$ cat src/rtl/tempo_sync_beat_trigger_macros.svh
// Assertion macros shared by the tempo-synced trigger RTL.
`ifndef TEMPO_SYNC_BEAT_TRIGGER_MACROS_SVH
`define TEMPO_SYNC_BEAT_TRIGGER_MACROS_SVH

// Implication checked on every rising edge while out of reset.
`define TSBT_ASSERT(lbl, clk, rst_n, prop, msg) \
    lbl: assert property (@(posedge clk) disable iff (!rst_n) prop) else $error(msg);

// A condition that must never be true while out of reset.
`define TSBT_NEVER(lbl, clk, rst_n, cond, msg) \
    lbl: assert property (@(posedge clk) disable iff (!rst_n) !(cond)) else $error(msg);

`endif

$ cat src/rtl/tsbt_pkg.sv
// ----------------------------------------------------------------------------
// tsbt_pkg
// Shared widths, request codes and controller/datapath interface types.
// ----------------------------------------------------------------------------
package tsbt_pkg;

    localparam int SR_W     = 19;
    localparam int SI_W     = 31;
    localparam int TEMPO_W  = 26;
    localparam int POS_W    = 48;
    localparam int OFF_W    = 12;
    localparam int INT_W    = 31;
    localparam int BPS_W    = 34;
    localparam int DVD_W    = 56;
    localparam int DVS_W    = 34;

    localparam logic [SR_W-1:0] SR_RESET = 19'd48000;
    localparam logic [SI_W-1:0] SI_RESET = 31'd16777216;

    localparam logic [1:0] REQ_UPDATE = 2'd0;
    localparam logic [1:0] REQ_CHECK  = 2'd1;
    localparam logic [1:0] REQ_ARM    = 2'd2;

    localparam logic CFG_SAMPLE_RATE = 1'b0;
    localparam logic CFG_SYNC_INTVL  = 1'b1;

    localparam logic [1:0] DIV_BPS  = 2'd0;
    localparam logic [1:0] DIV_INT  = 2'd1;
    localparam logic [1:0] DIV_CUR  = 2'd2;
    localparam logic [1:0] DIV_PREV = 2'd3;

    typedef struct packed {
        logic       load_in;
        logic       apply_update;
        logic       set_manual;
        logic       clr_manual;
        logic       mul_int;
        logic       mul_go;
        logic       div_start;
        logic [1:0] div_sel;
        logic       ld_bps;
        logic       ld_int;
        logic       ld_cur;
        logic       ld_prev;
        logic       clr_dirty;
        logic       trig_clr;
        logic       trig_set;
        logic       trig_eval;
        logic       out_load;
    } cmd_t;

    typedef struct packed {
        logic dirty;
        logic manual;
        logic playing;
        logic tempo_zero;
        logic si_zero;
        logic div_done;
    } sts_t;

endpackage

$ cat src/rtl/tsbt_div.sv
// ----------------------------------------------------------------------------
// tsbt_div
// Restoring unsigned divider, one quotient bit per cycle.
// ----------------------------------------------------------------------------
module tsbt_div
(
    input  logic                        clk,
    input  logic                        rst_n,
    input  logic                        start,
    input  logic [tsbt_pkg::DVD_W-1:0]  dividend,
    input  logic [tsbt_pkg::DVS_W-1:0]  divisor,
    output logic                        done,
    output logic [tsbt_pkg::DVD_W-1:0]  quot,
    output logic [tsbt_pkg::DVS_W-1:0]  rem
);
    import tsbt_pkg::*;

    localparam int CNT_W = $clog2(DVD_W + 1);

    logic [DVD_W-1:0] q_reg;
    logic [DVS_W-1:0] rem_reg;
    logic [DVS_W-1:0] dvs_reg;
    logic [CNT_W-1:0] cnt_reg;
    logic             run_reg;
    logic             done_reg;
    logic [DVS_W:0]   shifted;
    logic [DVS_W:0]   diff;
    logic             take;

    always_comb
    begin
        shifted = {rem_reg, q_reg[DVD_W-1]};
        diff    = shifted - {1'b0, dvs_reg};
        take    = (shifted >= {1'b0, dvs_reg});
    end

    always_ff @(posedge clk or negedge rst_n)
    begin
        if (!rst_n)
        begin
            run_reg  <= 1'b0;
            done_reg <= 1'b0;
            cnt_reg  <= '0;
        end
        else
        begin
            done_reg <= run_reg && (cnt_reg == CNT_W'(1));
            if (start)
            begin
                run_reg <= 1'b1;
                cnt_reg <= CNT_W'(DVD_W);
            end
            else if (run_reg)
            begin
                cnt_reg <= cnt_reg - CNT_W'(1);
                if (cnt_reg == CNT_W'(1))
                    run_reg <= 1'b0;
            end
        end
    end

    always_ff @(posedge clk)
    begin
        if (start)
        begin
            q_reg   <= dividend;
            rem_reg <= '0;
            dvs_reg <= divisor;
        end
        else if (run_reg)
        begin
            q_reg   <= {q_reg[DVD_W-2:0], take};
            rem_reg <= take ? diff[DVS_W-1:0] : shifted[DVS_W-1:0];
        end
    end

    assign done = done_reg;
    assign quot = q_reg;
    assign rem  = rem_reg;

endmodule

$ cat src/rtl/tsbt_dp.sv
// ----------------------------------------------------------------------------
// tsbt_dp
// Datapath: transport state, configuration, multiplier, divider and result.
// ----------------------------------------------------------------------------
module tsbt_dp
(
    input  logic                          clk,
    input  logic                          rst_n,
    input  tsbt_pkg::cmd_t                cmd,
    output tsbt_pkg::sts_t                sts,
    input  logic [tsbt_pkg::TEMPO_W-1:0]  tempo,
    input  logic [tsbt_pkg::POS_W-1:0]    beat_position,
    input  logic                          is_playing_in,
    input  logic [tsbt_pkg::OFF_W-1:0]    sample_offset,
    input  logic                          cfg_wr_en,
    input  logic                          cfg_index,
    input  logic [tsbt_pkg::SI_W-1:0]     cfg_data,
    output logic                          trigger,
    output logic [tsbt_pkg::INT_W-1:0]    interval_samples
);
    import tsbt_pkg::*;

    localparam int V_W = 50;

    logic [SR_W-1:0]        sr_reg;
    logic [SI_W-1:0]        si_reg;
    logic                   dirty_reg;
    logic [TEMPO_W-1:0]     tempo_reg;
    logic [POS_W-1:0]       pos_reg;
    logic [POS_W-1:0]       prev_pos_reg;
    logic                   playing_reg;
    logic                   manual_reg;
    logic [BPS_W-1:0]       bps_reg;
    logic [INT_W-1:0]       int_reg;
    logic [OFF_W-1:0]       off_reg;
    logic [DVD_W-1:0]       prod_reg;
    logic                   neg_reg;
    logic signed [31:0]     cur_reg;
    logic signed [31:0]     prev_reg;
    logic                   trig_reg;
    logic                   out_trig_reg;
    logic [INT_W-1:0]       out_int_reg;

    logic [24:0]            sr60;
    logic [24:0]            mul_a;
    logic [BPS_W-1:0]       mul_b;
    logic [58:0]            prod;
    logic signed [V_W-1:0]  v_cur;
    logic signed [V_W-1:0]  v_prev;
    logic signed [V_W-1:0]  v_sel;
    logic [V_W-1:0]         v_mag;
    logic [DVD_W-1:0]       dvd;
    logic [DVS_W-1:0]       dvs;
    logic                   div_done;
    logic [DVD_W-1:0]       quot;
    logic [DVS_W-1:0]       rem;
    logic signed [31:0]     rem_s;
    logic                   fire;

    always_comb
    begin
        sr60   = ({6'b0, sr_reg} << 6) - ({6'b0, sr_reg} << 2);
        mul_a  = cmd.mul_int ? sr60 : {13'b0, off_reg};
        mul_b  = cmd.mul_int ? {3'b0, si_reg} : bps_reg;
        prod   = mul_a * mul_b;
        v_cur  = {{2{pos_reg[POS_W-1]}}, pos_reg} + $signed({4'b0, prod_reg[45:0]});
        v_prev = (off_reg == '0) ? $signed({{2{prev_pos_reg[POS_W-1]}}, prev_pos_reg})
                                 : v_cur - $signed({16'b0, bps_reg});
        v_sel  = (cmd.div_sel == DIV_CUR) ? v_cur : v_prev;
        v_mag  = v_sel[V_W-1] ? V_W'(-v_sel) : V_W'(v_sel);
        unique case (cmd.div_sel)
            DIV_BPS:
            begin
                dvd = {22'b0, tempo_reg, 8'b0};
                dvs = {9'b0, sr60};
            end
            DIV_INT:
            begin
                dvd = prod_reg;
                dvs = {tempo_reg, 8'b0};
            end
            default:
            begin
                dvd = {6'b0, v_mag};
                dvs = {3'b0, si_reg};
            end
        endcase
        rem_s = neg_reg ? -$signed({1'b0, rem[30:0]}) : $signed({1'b0, rem[30:0]});
        fire  = (cur_reg < prev_reg)
              || ((off_reg == '0)
                  && ($signed({{4{cur_reg[31]}}, cur_reg}) < $signed({2'b0, bps_reg})));
    end

    tsbt_div u_div
    (
        .clk      (clk),
        .rst_n    (rst_n),
        .start    (cmd.div_start),
        .dividend (dvd),
        .divisor  (dvs),
        .done     (div_done),
        .quot     (quot),
        .rem      (rem)
    );

    always_ff @(posedge clk or negedge rst_n)
    begin
        if (!rst_n)
        begin
            sr_reg       <= SR_RESET;
            si_reg       <= SI_RESET;
            dirty_reg    <= 1'b0;
            tempo_reg    <= '0;
            pos_reg      <= '0;
            prev_pos_reg <= '0;
            playing_reg  <= 1'b0;
            manual_reg   <= 1'b0;
            bps_reg      <= '0;
            int_reg      <= INT_W'(SR_RESET);
            trig_reg     <= 1'b0;
        end
        else
        begin
            if (cfg_wr_en)
            begin
                dirty_reg <= 1'b1;
                if (cfg_index == CFG_SAMPLE_RATE)
                    sr_reg <= cfg_data[SR_W-1:0];
                else
                    si_reg <= cfg_data;
            end
            else if (cmd.clr_dirty)
                dirty_reg <= 1'b0;
            if (cmd.apply_update)
            begin
                tempo_reg    <= tempo;
                prev_pos_reg <= pos_reg;
                pos_reg      <= beat_position;
                playing_reg  <= is_playing_in;
            end
            if (cmd.set_manual)
                manual_reg <= 1'b1;
            else if (cmd.clr_manual)
                manual_reg <= 1'b0;
            if (cmd.ld_bps)
                bps_reg <= (sr_reg == '0) ? '0 : quot[BPS_W-1:0];
            if (cmd.ld_int)
            begin
                if (tempo_reg == '0)
                    int_reg <= INT_W'(sr_reg);
                else if (|quot[DVD_W-1:INT_W])
                    int_reg <= '1;
                else
                    int_reg <= quot[INT_W-1:0];
            end
            if (cmd.trig_set)
                trig_reg <= 1'b1;
            else if (cmd.trig_clr)
                trig_reg <= 1'b0;
            else if (cmd.trig_eval)
                trig_reg <= fire;
        end
    end

    always_ff @(posedge clk)
    begin
        if (cmd.load_in)
            off_reg <= sample_offset;
        if (cmd.mul_go)
            prod_reg <= prod[DVD_W-1:0];
        if (cmd.div_start)
            neg_reg <= v_sel[V_W-1];
        if (cmd.ld_cur)
            cur_reg <= rem_s;
        if (cmd.ld_prev)
            prev_reg <= rem_s;
        if (cmd.out_load)
        begin
            out_trig_reg <= trig_reg;
            out_int_reg  <= int_reg;
        end
    end

    assign sts.dirty      = dirty_reg;
    assign sts.manual     = manual_reg;
    assign sts.playing    = playing_reg;
    assign sts.tempo_zero = (tempo_reg == '0);
    assign sts.si_zero    = (si_reg == '0);
    assign sts.div_done   = div_done;

    assign trigger          = out_trig_reg;
    assign interval_samples = out_int_reg;

endmodule

$ cat src/rtl/tsbt_ctrl.sv
// ----------------------------------------------------------------------------
// tsbt_ctrl
// Sequencer for updates, checks and result hand-off.
// ----------------------------------------------------------------------------
module tsbt_ctrl
(
    input  logic            clk,
    input  logic            rst_n,
    input  logic            s_tvalid,
    output logic            s_tready,
    input  logic [1:0]      req_type,
    output logic            m_tvalid,
    input  logic            m_tready,
    input  tsbt_pkg::sts_t  sts,
    output tsbt_pkg::cmd_t  cmd
);
    import tsbt_pkg::*;

    localparam logic [3:0] S_IDLE      = 4'd0;
    localparam logic [3:0] S_BPS_GO    = 4'd1;
    localparam logic [3:0] S_BPS_WAIT  = 4'd2;
    localparam logic [3:0] S_INT_MUL   = 4'd3;
    localparam logic [3:0] S_INT_GO    = 4'd4;
    localparam logic [3:0] S_INT_WAIT  = 4'd5;
    localparam logic [3:0] S_MUL       = 4'd6;
    localparam logic [3:0] S_CUR_GO    = 4'd7;
    localparam logic [3:0] S_CUR_WAIT  = 4'd8;
    localparam logic [3:0] S_PREV_GO   = 4'd9;
    localparam logic [3:0] S_PREV_WAIT = 4'd10;
    localparam logic [3:0] S_EVAL      = 4'd11;
    localparam logic [3:0] S_OUT       = 4'd12;

    logic [3:0] state_reg;
    logic [3:0] state_next;
    logic       item_reg;
    logic       item_next;
    logic       mv_reg;
    logic       mv_next;
    logic       accept;
    logic       out_free;

    assign s_tready = (state_reg == S_IDLE) && !sts.dirty;
    assign accept   = s_tvalid && s_tready;
    assign out_free = !mv_reg || m_tready;
    assign m_tvalid = mv_reg;

    always_comb
    begin
        cmd        = '0;
        state_next = state_reg;
        item_next  = item_reg;
        mv_next    = (mv_reg && !m_tready);
        cmd.div_sel = DIV_BPS;
        unique case (state_reg)
            S_IDLE:
            begin
                if (sts.dirty)
                begin
                    item_next  = 1'b0;
                    state_next = S_BPS_GO;
                end
                else if (accept)
                begin
                    cmd.load_in  = 1'b1;
                    cmd.trig_clr = 1'b1;
                    item_next    = 1'b1;
                    unique case (req_type)
                        REQ_UPDATE:
                        begin
                            cmd.apply_update = 1'b1;
                            state_next       = S_BPS_GO;
                        end
                        REQ_CHECK:
                        begin
                            if (sts.manual)
                            begin
                                cmd.clr_manual = 1'b1;
                                cmd.trig_set   = 1'b1;
                                state_next     = S_OUT;
                            end
                            else if (!sts.playing || sts.tempo_zero || sts.si_zero)
                                state_next = S_OUT;
                            else
                                state_next = S_MUL;
                        end
                        REQ_ARM:
                        begin
                            cmd.set_manual = 1'b1;
                            state_next     = S_OUT;
                        end
                        default:
                            state_next = S_OUT;
                    endcase
                end
            end
            S_BPS_GO:
            begin
                cmd.div_start = 1'b1;
                state_next    = S_BPS_WAIT;
            end
            S_BPS_WAIT:
            begin
                if (sts.div_done)
                begin
                    cmd.ld_bps = 1'b1;
                    state_next = S_INT_MUL;
                end
            end
            S_INT_MUL:
            begin
                cmd.mul_int = 1'b1;
                cmd.mul_go  = 1'b1;
                state_next  = S_INT_GO;
            end
            S_INT_GO:
            begin
                cmd.div_sel   = DIV_INT;
                cmd.div_start = 1'b1;
                state_next    = S_INT_WAIT;
            end
            S_INT_WAIT:
            begin
                cmd.div_sel = DIV_INT;
                if (sts.div_done)
                begin
                    cmd.ld_int    = 1'b1;
                    cmd.clr_dirty = 1'b1;
                    state_next    = item_reg ? S_OUT : S_IDLE;
                end
            end
            S_MUL:
            begin
                cmd.mul_go = 1'b1;
                state_next = S_CUR_GO;
            end
            S_CUR_GO:
            begin
                cmd.div_sel   = DIV_CUR;
                cmd.div_start = 1'b1;
                state_next    = S_CUR_WAIT;
            end
            S_CUR_WAIT:
            begin
                cmd.div_sel = DIV_CUR;
                if (sts.div_done)
                begin
                    cmd.ld_cur = 1'b1;
                    state_next = S_PREV_GO;
                end
            end
            S_PREV_GO:
            begin
                cmd.div_sel   = DIV_PREV;
                cmd.div_start = 1'b1;
                state_next    = S_PREV_WAIT;
            end
            S_PREV_WAIT:
            begin
                cmd.div_sel = DIV_PREV;
                if (sts.div_done)
                begin
                    cmd.ld_prev = 1'b1;
                    state_next  = S_EVAL;
                end
            end
            S_EVAL:
            begin
                cmd.trig_eval = 1'b1;
                state_next    = S_OUT;
            end
            S_OUT:
            begin
                // Hold the result until the output register has room.
                if (out_free)
                begin
                    cmd.out_load = 1'b1;
                    mv_next      = 1'b1;
                    state_next   = S_IDLE;
                end
            end
            default:
                state_next = S_IDLE;
        endcase
    end

    always_ff @(posedge clk or negedge rst_n)
    begin
        if (!rst_n)
        begin
            state_reg <= S_IDLE;
            item_reg  <= 1'b0;
            mv_reg    <= 1'b0;
        end
        else
        begin
            state_reg <= state_next;
            item_reg  <= item_next;
            mv_reg    <= mv_next;
        end
    end

endmodule

$ cat src/rtl/tempo_sync_beat_trigger.sv
// A check runs two divider passes (for the wrapped positions), an update runs
// the beats-per-sample and interval divides, and arm or idle-transport checks
// skip the divider; one item is in work at a time.
// A configuration write makes the block recompute before it accepts the next
// item. All divides share one one-bit-per-cycle divider.
// Reset (rst_n low, asynchronous) restores sample rate 48000 and a one-beat interval.
// ----------------------------------------------------------------------------
// tempo_sync_beat_trigger
// Tempo-synced beat division trigger with manual one-shot arming.
// ----------------------------------------------------------------------------
`include "tempo_sync_beat_trigger_macros.svh"

module tempo_sync_beat_trigger
(
    input  logic        clk,
    input  logic        rst_n,
    input  logic        s_tvalid,
    output logic        s_tready,
    // [25:0] tempo, [73:26] beat_position, [74] is_playing_in,
    // [86:75] sample_offset, [87] zero
    input  logic [87:0] s_tdata,
    // [1:0] req_type
    input  logic [1:0]  s_tuser,
    output logic        m_tvalid,
    input  logic        m_tready,
    // [0] trigger, [31:1] interval_samples
    output logic [31:0] m_tdata,
    input  logic        cfg_wr_en,
    input  logic        cfg_index,
    input  logic [30:0] cfg_data
);
    import tsbt_pkg::*;

    cmd_t              cmd;
    sts_t              sts;
    logic              trigger;
    logic [INT_W-1:0]  interval_samples;

    tsbt_ctrl u_ctrl
    (
        .clk      (clk),
        .rst_n    (rst_n),
        .s_tvalid (s_tvalid),
        .s_tready (s_tready),
        .req_type (s_tuser),
        .m_tvalid (m_tvalid),
        .m_tready (m_tready),
        .sts      (sts),
        .cmd      (cmd)
    );

    tsbt_dp u_dp
    (
        .clk              (clk),
        .rst_n            (rst_n),
        .cmd              (cmd),
        .sts              (sts),
        .tempo            (s_tdata[25:0]),
        .beat_position    (s_tdata[73:26]),
        .is_playing_in    (s_tdata[74]),
        .sample_offset    (s_tdata[86:75]),
        .cfg_wr_en        (cfg_wr_en),
        .cfg_index        (cfg_index),
        .cfg_data         (cfg_data),
        .trigger          (trigger),
        .interval_samples (interval_samples)
    );

    assign m_tdata = {interval_samples, trigger};

    `TSBT_NEVER(a_no_overwrite, clk, rst_n, cmd.out_load && m_tvalid && !m_tready, "result overwritten before it was taken")
    `TSBT_ASSERT(a_one_item, clk, rst_n, (s_tvalid && s_tready) |=> !s_tready, "second request accepted while one is in work")
    `TSBT_ASSERT(a_arm_sets, clk, rst_n, (s_tvalid && s_tready && (s_tuser == REQ_ARM)) |=> sts.manual, "arm request did not set the manual trigger")

endmodule
$ cat config.mk
export PLATFORM = sky130hd
export DESIGN_NAME = tempo_sync_beat_trigger
export DESIGN_NICKNAME = d
export VERILOG_FILES = /design/src/rtl/tsbt_pkg.sv /design/src/rtl/tsbt_div.sv /design/src/rtl/tsbt_dp.sv /design/src/rtl/tsbt_ctrl.sv /design/src/rtl/tempo_sync_beat_trigger.sv
export VERILOG_INCLUDE_DIRS = /design/src /design/src/rtl
export SDC_FILE = /design/constraint.sdc
export NUM_CORES = 2
export LEC_CHECK = 0
export ABC_AREA = 1
export BUFFER_PORTS_ARGS = -buffer_cell sky130_fd_sc_hd__buf_2
export CORE_ASPECT_RATIO = 0.8
export CORE_MARGIN = 5
export CORE_UTILIZATION = 45
export DETAILED_ROUTE_END_ITERATION = 8
export MAX_ROUTING_LAYER = met4
export REMOVE_ABC_BUFFERS = 1
export SLEW_MARGIN = 10
export SYNTH_ARGS = -nofsm -noshare
export SYNTH_HDL_FRONTEND = slang
export SYNTH_SLANG_ARGS = --single-unit
$ cat constraint.sdc
create_clock -name clk -period 8.1 [get_ports clk]
set_clock_uncertainty 0.1 [all_clocks]
set_input_delay 0.405 -clock clk [delete_from_list [all_inputs] [get_ports clk]]
set_output_delay 0.405 -clock clk [all_outputs]
set_load 0.1 [all_outputs]
==> results.json <==
{
  "cts_tree": "done",
  "worst_slack_ns": -0.588,
  "fin_util_pct": 54.9,
  "dpl_cell_area_mm2": 0.0692,
  "gp_congestion": 1.09,
  "slowest_delay_ns": 0.57,
  "violations": "negative setup slack",
  "route.detailed.drc": 0,
  "p_leak_nw": 37.7,
  "slowest_stage": "fa_2",
  "fp.dieH_um": 342,
  "clkTransAtPathRegs_ns": 0.07,
  "switchingPower_mw": 12.8,
  "max-vdd-ir-drop_uv": 343,
  "drt_iter0_markers": 6788,
  "hold_ws_ns": 0.0269,
  "wl_per_cell_um": 24.6,
  "grt_pass1_wl_um": 374000,
  "track_usage_pct": 36.1,
  "core_region_area_mm2": 0.136,
  "synthCells": 7834,
  "dieArea_mm2": 0.145,
  "clock_path_buffers": 3,
  "hold_viol": 0,
  "first_global_vias": 56032,
  "grt_max_degree": 86,
  "pwr-share-seq_pct": 18.6,
  "io_pins": 161,
  "p_int_mw": 11.7,
  "final_layout_size_suffix_gt1_share_pct": 16.4,
  "synth_area_mm2": 0.0619,
  "worstPathRequired_ns": 8.43,
  "cts_buffers": 61,
  "yosysSeqAreaShare_pct": 23.8,
  "r2r_cells": 37,
  "setup_viol": 31,
  "maxCapViolCount": 0,
  "overflow": 0,
  "period_minus_slack_ns": 8.69,
  "grt_antenna_before_repair": 10,
  "nFillCells": 12805,
  "hold_class": "in -> reg",
  "outcome": "complete, but fails checks",
  "drtAntennaViolNets": 0,
  "power.share.clock_pct": 12.2,
  "powerDensity_mw_per_mm2": 327,
  "hold_depth": 3,
  "power.share.combinational_pct": 69.2,
  "firstDrtPassIters": 6,
  "viasPerCell": 5.50,
  "ys_types": 73,
  "drv_slew": 0,
  "synth.avg_cell_area_um2": 7.90,
  "pre_cts_ws_ns": -1.02,
  "fmaxAchievable_ghz": 0.115,
  "dominantRegCellSynth": "edfxtp_1",
  "relSlewSlack_pct": 4.28,
  "die_w_um": 424,
  "rows": 121,
  "timing.critical_path.from_type": "flop",
  "layout_commonest_cell": "nand2_1",
  "rsz0062_at_grt": "true",
  "switching_share_pct": 52.3,
  "crit_path_end_kind": "flop",
  "cts_htree_levels": 2,
  "yosys_warnings": 0,
  "final_cell_mix": "nand2_1 (1798), inv_1 (1571), fa_1 (713)",
  "synth-edff-count": 255,
  "nNetsFinal": 9876,
  "dp_hpwl_um": 215000,
  "root_buffer": "clkbuf_16",
  "initial_core_util_pct": 45.4,
  "clkSinkCount": 544,
  "critPathMaxFanout": 19,
  "via_count": 57636,
  "areaGrowthSynthToFinish_pct": 20.9,
  "critPathKind": "reg -> reg",
  "routed_wl_um": 258000,
  "port_buffers": 159,
  "yosys_register_bits": 544,
  "final_area_mm2": 0.0747,
  "async_flop_share_pct": 46.9,
  "cp_common_cell": "fa_2",
  "period_share_pct": 107,
  "worstPathArrival_ns": 9.02,
  "clk_latency_ns": 0.71,
  "tightest_slew_ns": 1.43
}
-- cell type report --
| class | count | area, um2 | area share (%) |
|---|---|---|---|
| Clock inverter | 34 | 387 | 0.517 |
| Clock buffer | 82 | 1720 | 2.30 |
| Timing Repair Buffer | 947 | 7700 | 10.3 |
| Sequential cell | 544 | 14700 | 19.7 |
| Tap cell | 1783 | 2230 | 2.98 |
| Antenna cell | 7 | 17.5 | 0.0234 |
| Multi-Input combinational cell | 5447 | 41800 | 55.9 |
| Inverter | 1643 | 6190 | 8.28 |
-- layer usage --
layer	track usage (%)	vias up	wire (um)
met4	13.2	0	12300
li1	-	25984	-
met1	49.8	28361	108000
met2	51.9	2824	109000
met3	8.49	467	29200
met5	-	-	0
-- metrics by stage --
| step | setup TNS, ns | instances | total power, mW |
|---|---|---|---|
| after global routing | -21.05 | 10483 | 26.1 |
| after global placement | -19.51 | 10190 | 19.6 |
| after detailed placement | -21.54 | 10190 | 19.7 |
| final | -11.36 | 10487 | 24.5 |
| after floorplan | -63.40 | 7634 | 13.3 |
| after CTS | -8.12 | 10461 | 23.4 |
-- cell usage after synthesis (all sizes together) (83+ instances only) --
library cell,count,area [um2]
a21oi,355,1800
xor2,106,928
nor2,788,3060
nand3,266,1360
nand4,83,526
o21ai,304,1540
clkbuf,189,709
mux2,94,1060
dfrtp,240,6010
inv,1632,6130
nand2,1843,6960
fa,734,14700
edfxtp,255,7660
ha,371,4640
-- cell families (layout without fill, tap and decap cells) --
logic type | Yosys count | count (layout) | synth area share (%)
compound gates | 948 | 948 | 8.85
fa+ha+maj | 1105 | 1105 | 31.3
mux | 94 | 94 | 1.71
xor+xnor | 167 | 167 | 2.36
simple gates | 3100 | 3100 | 20.5
other cells | 2 | 40 | 0.0121
buf+inv | 1874 | 2706 | 11.5
flops | 544 | 544 | 23.8
-- worst max-delay path, delay by kind of cell (launching register included) --
family          cells  cell delay [ns]
simple gates        8             0.81
flops               1             0.53
compound gates     10             1.43
buf+inv             8             0.98
xor+xnor            2             0.31
fa+ha+maj           9             4.22
-- power by group through the flow --
| stage | logic (mW) | clock network [mW] | registers, mW |
|---|---|---|---|
| 4_1_cts | 15.9 | 3.02 | 4.51 |
| 6_report | 16.9 | 3.00 | 4.55 |
| 3_3_place_gp | 15.1 | 0 | 4.56 |
| 5_1_grt | 18.4 | 3.13 | 4.55 |
| 2_1_floorplan | 9.08 | 0 | 4.23 |
| 3_5_place_dp | 15.2 | 0 | 4.56 |
-- path summary, 6_finish.rpt --
check                           startpoint                       end  slack [ns]
max in group asynchronous            rst_n          u_dp.pos_reg[46]        6.20
hold / removal                cfg_data[20]           u_dp.si_reg[20]        0.03
min in group asynchronous            rst_n            u_dp.sr_reg[4]        0.19
setup reg to reg            u_dp.sr_reg[8]         u_dp.prod_reg[55]       -0.59
setup / recovery            u_dp.sr_reg[8]         u_dp.prod_reg[55]       -0.59
hold reg to reg            u_dp.int_reg[5]  u_dp.interval_samples[5]        0.33
-- repair_timing --
action	CTS	global route
gates resized for setup	230	179
setup buffers	44	19
pin swaps	78	89
cloned	0	2
endpoints found under the hold margin	194	0
setup endpoints to repair	33	35
hold buffers	112	0
Power figures use the tool's default switching activity.
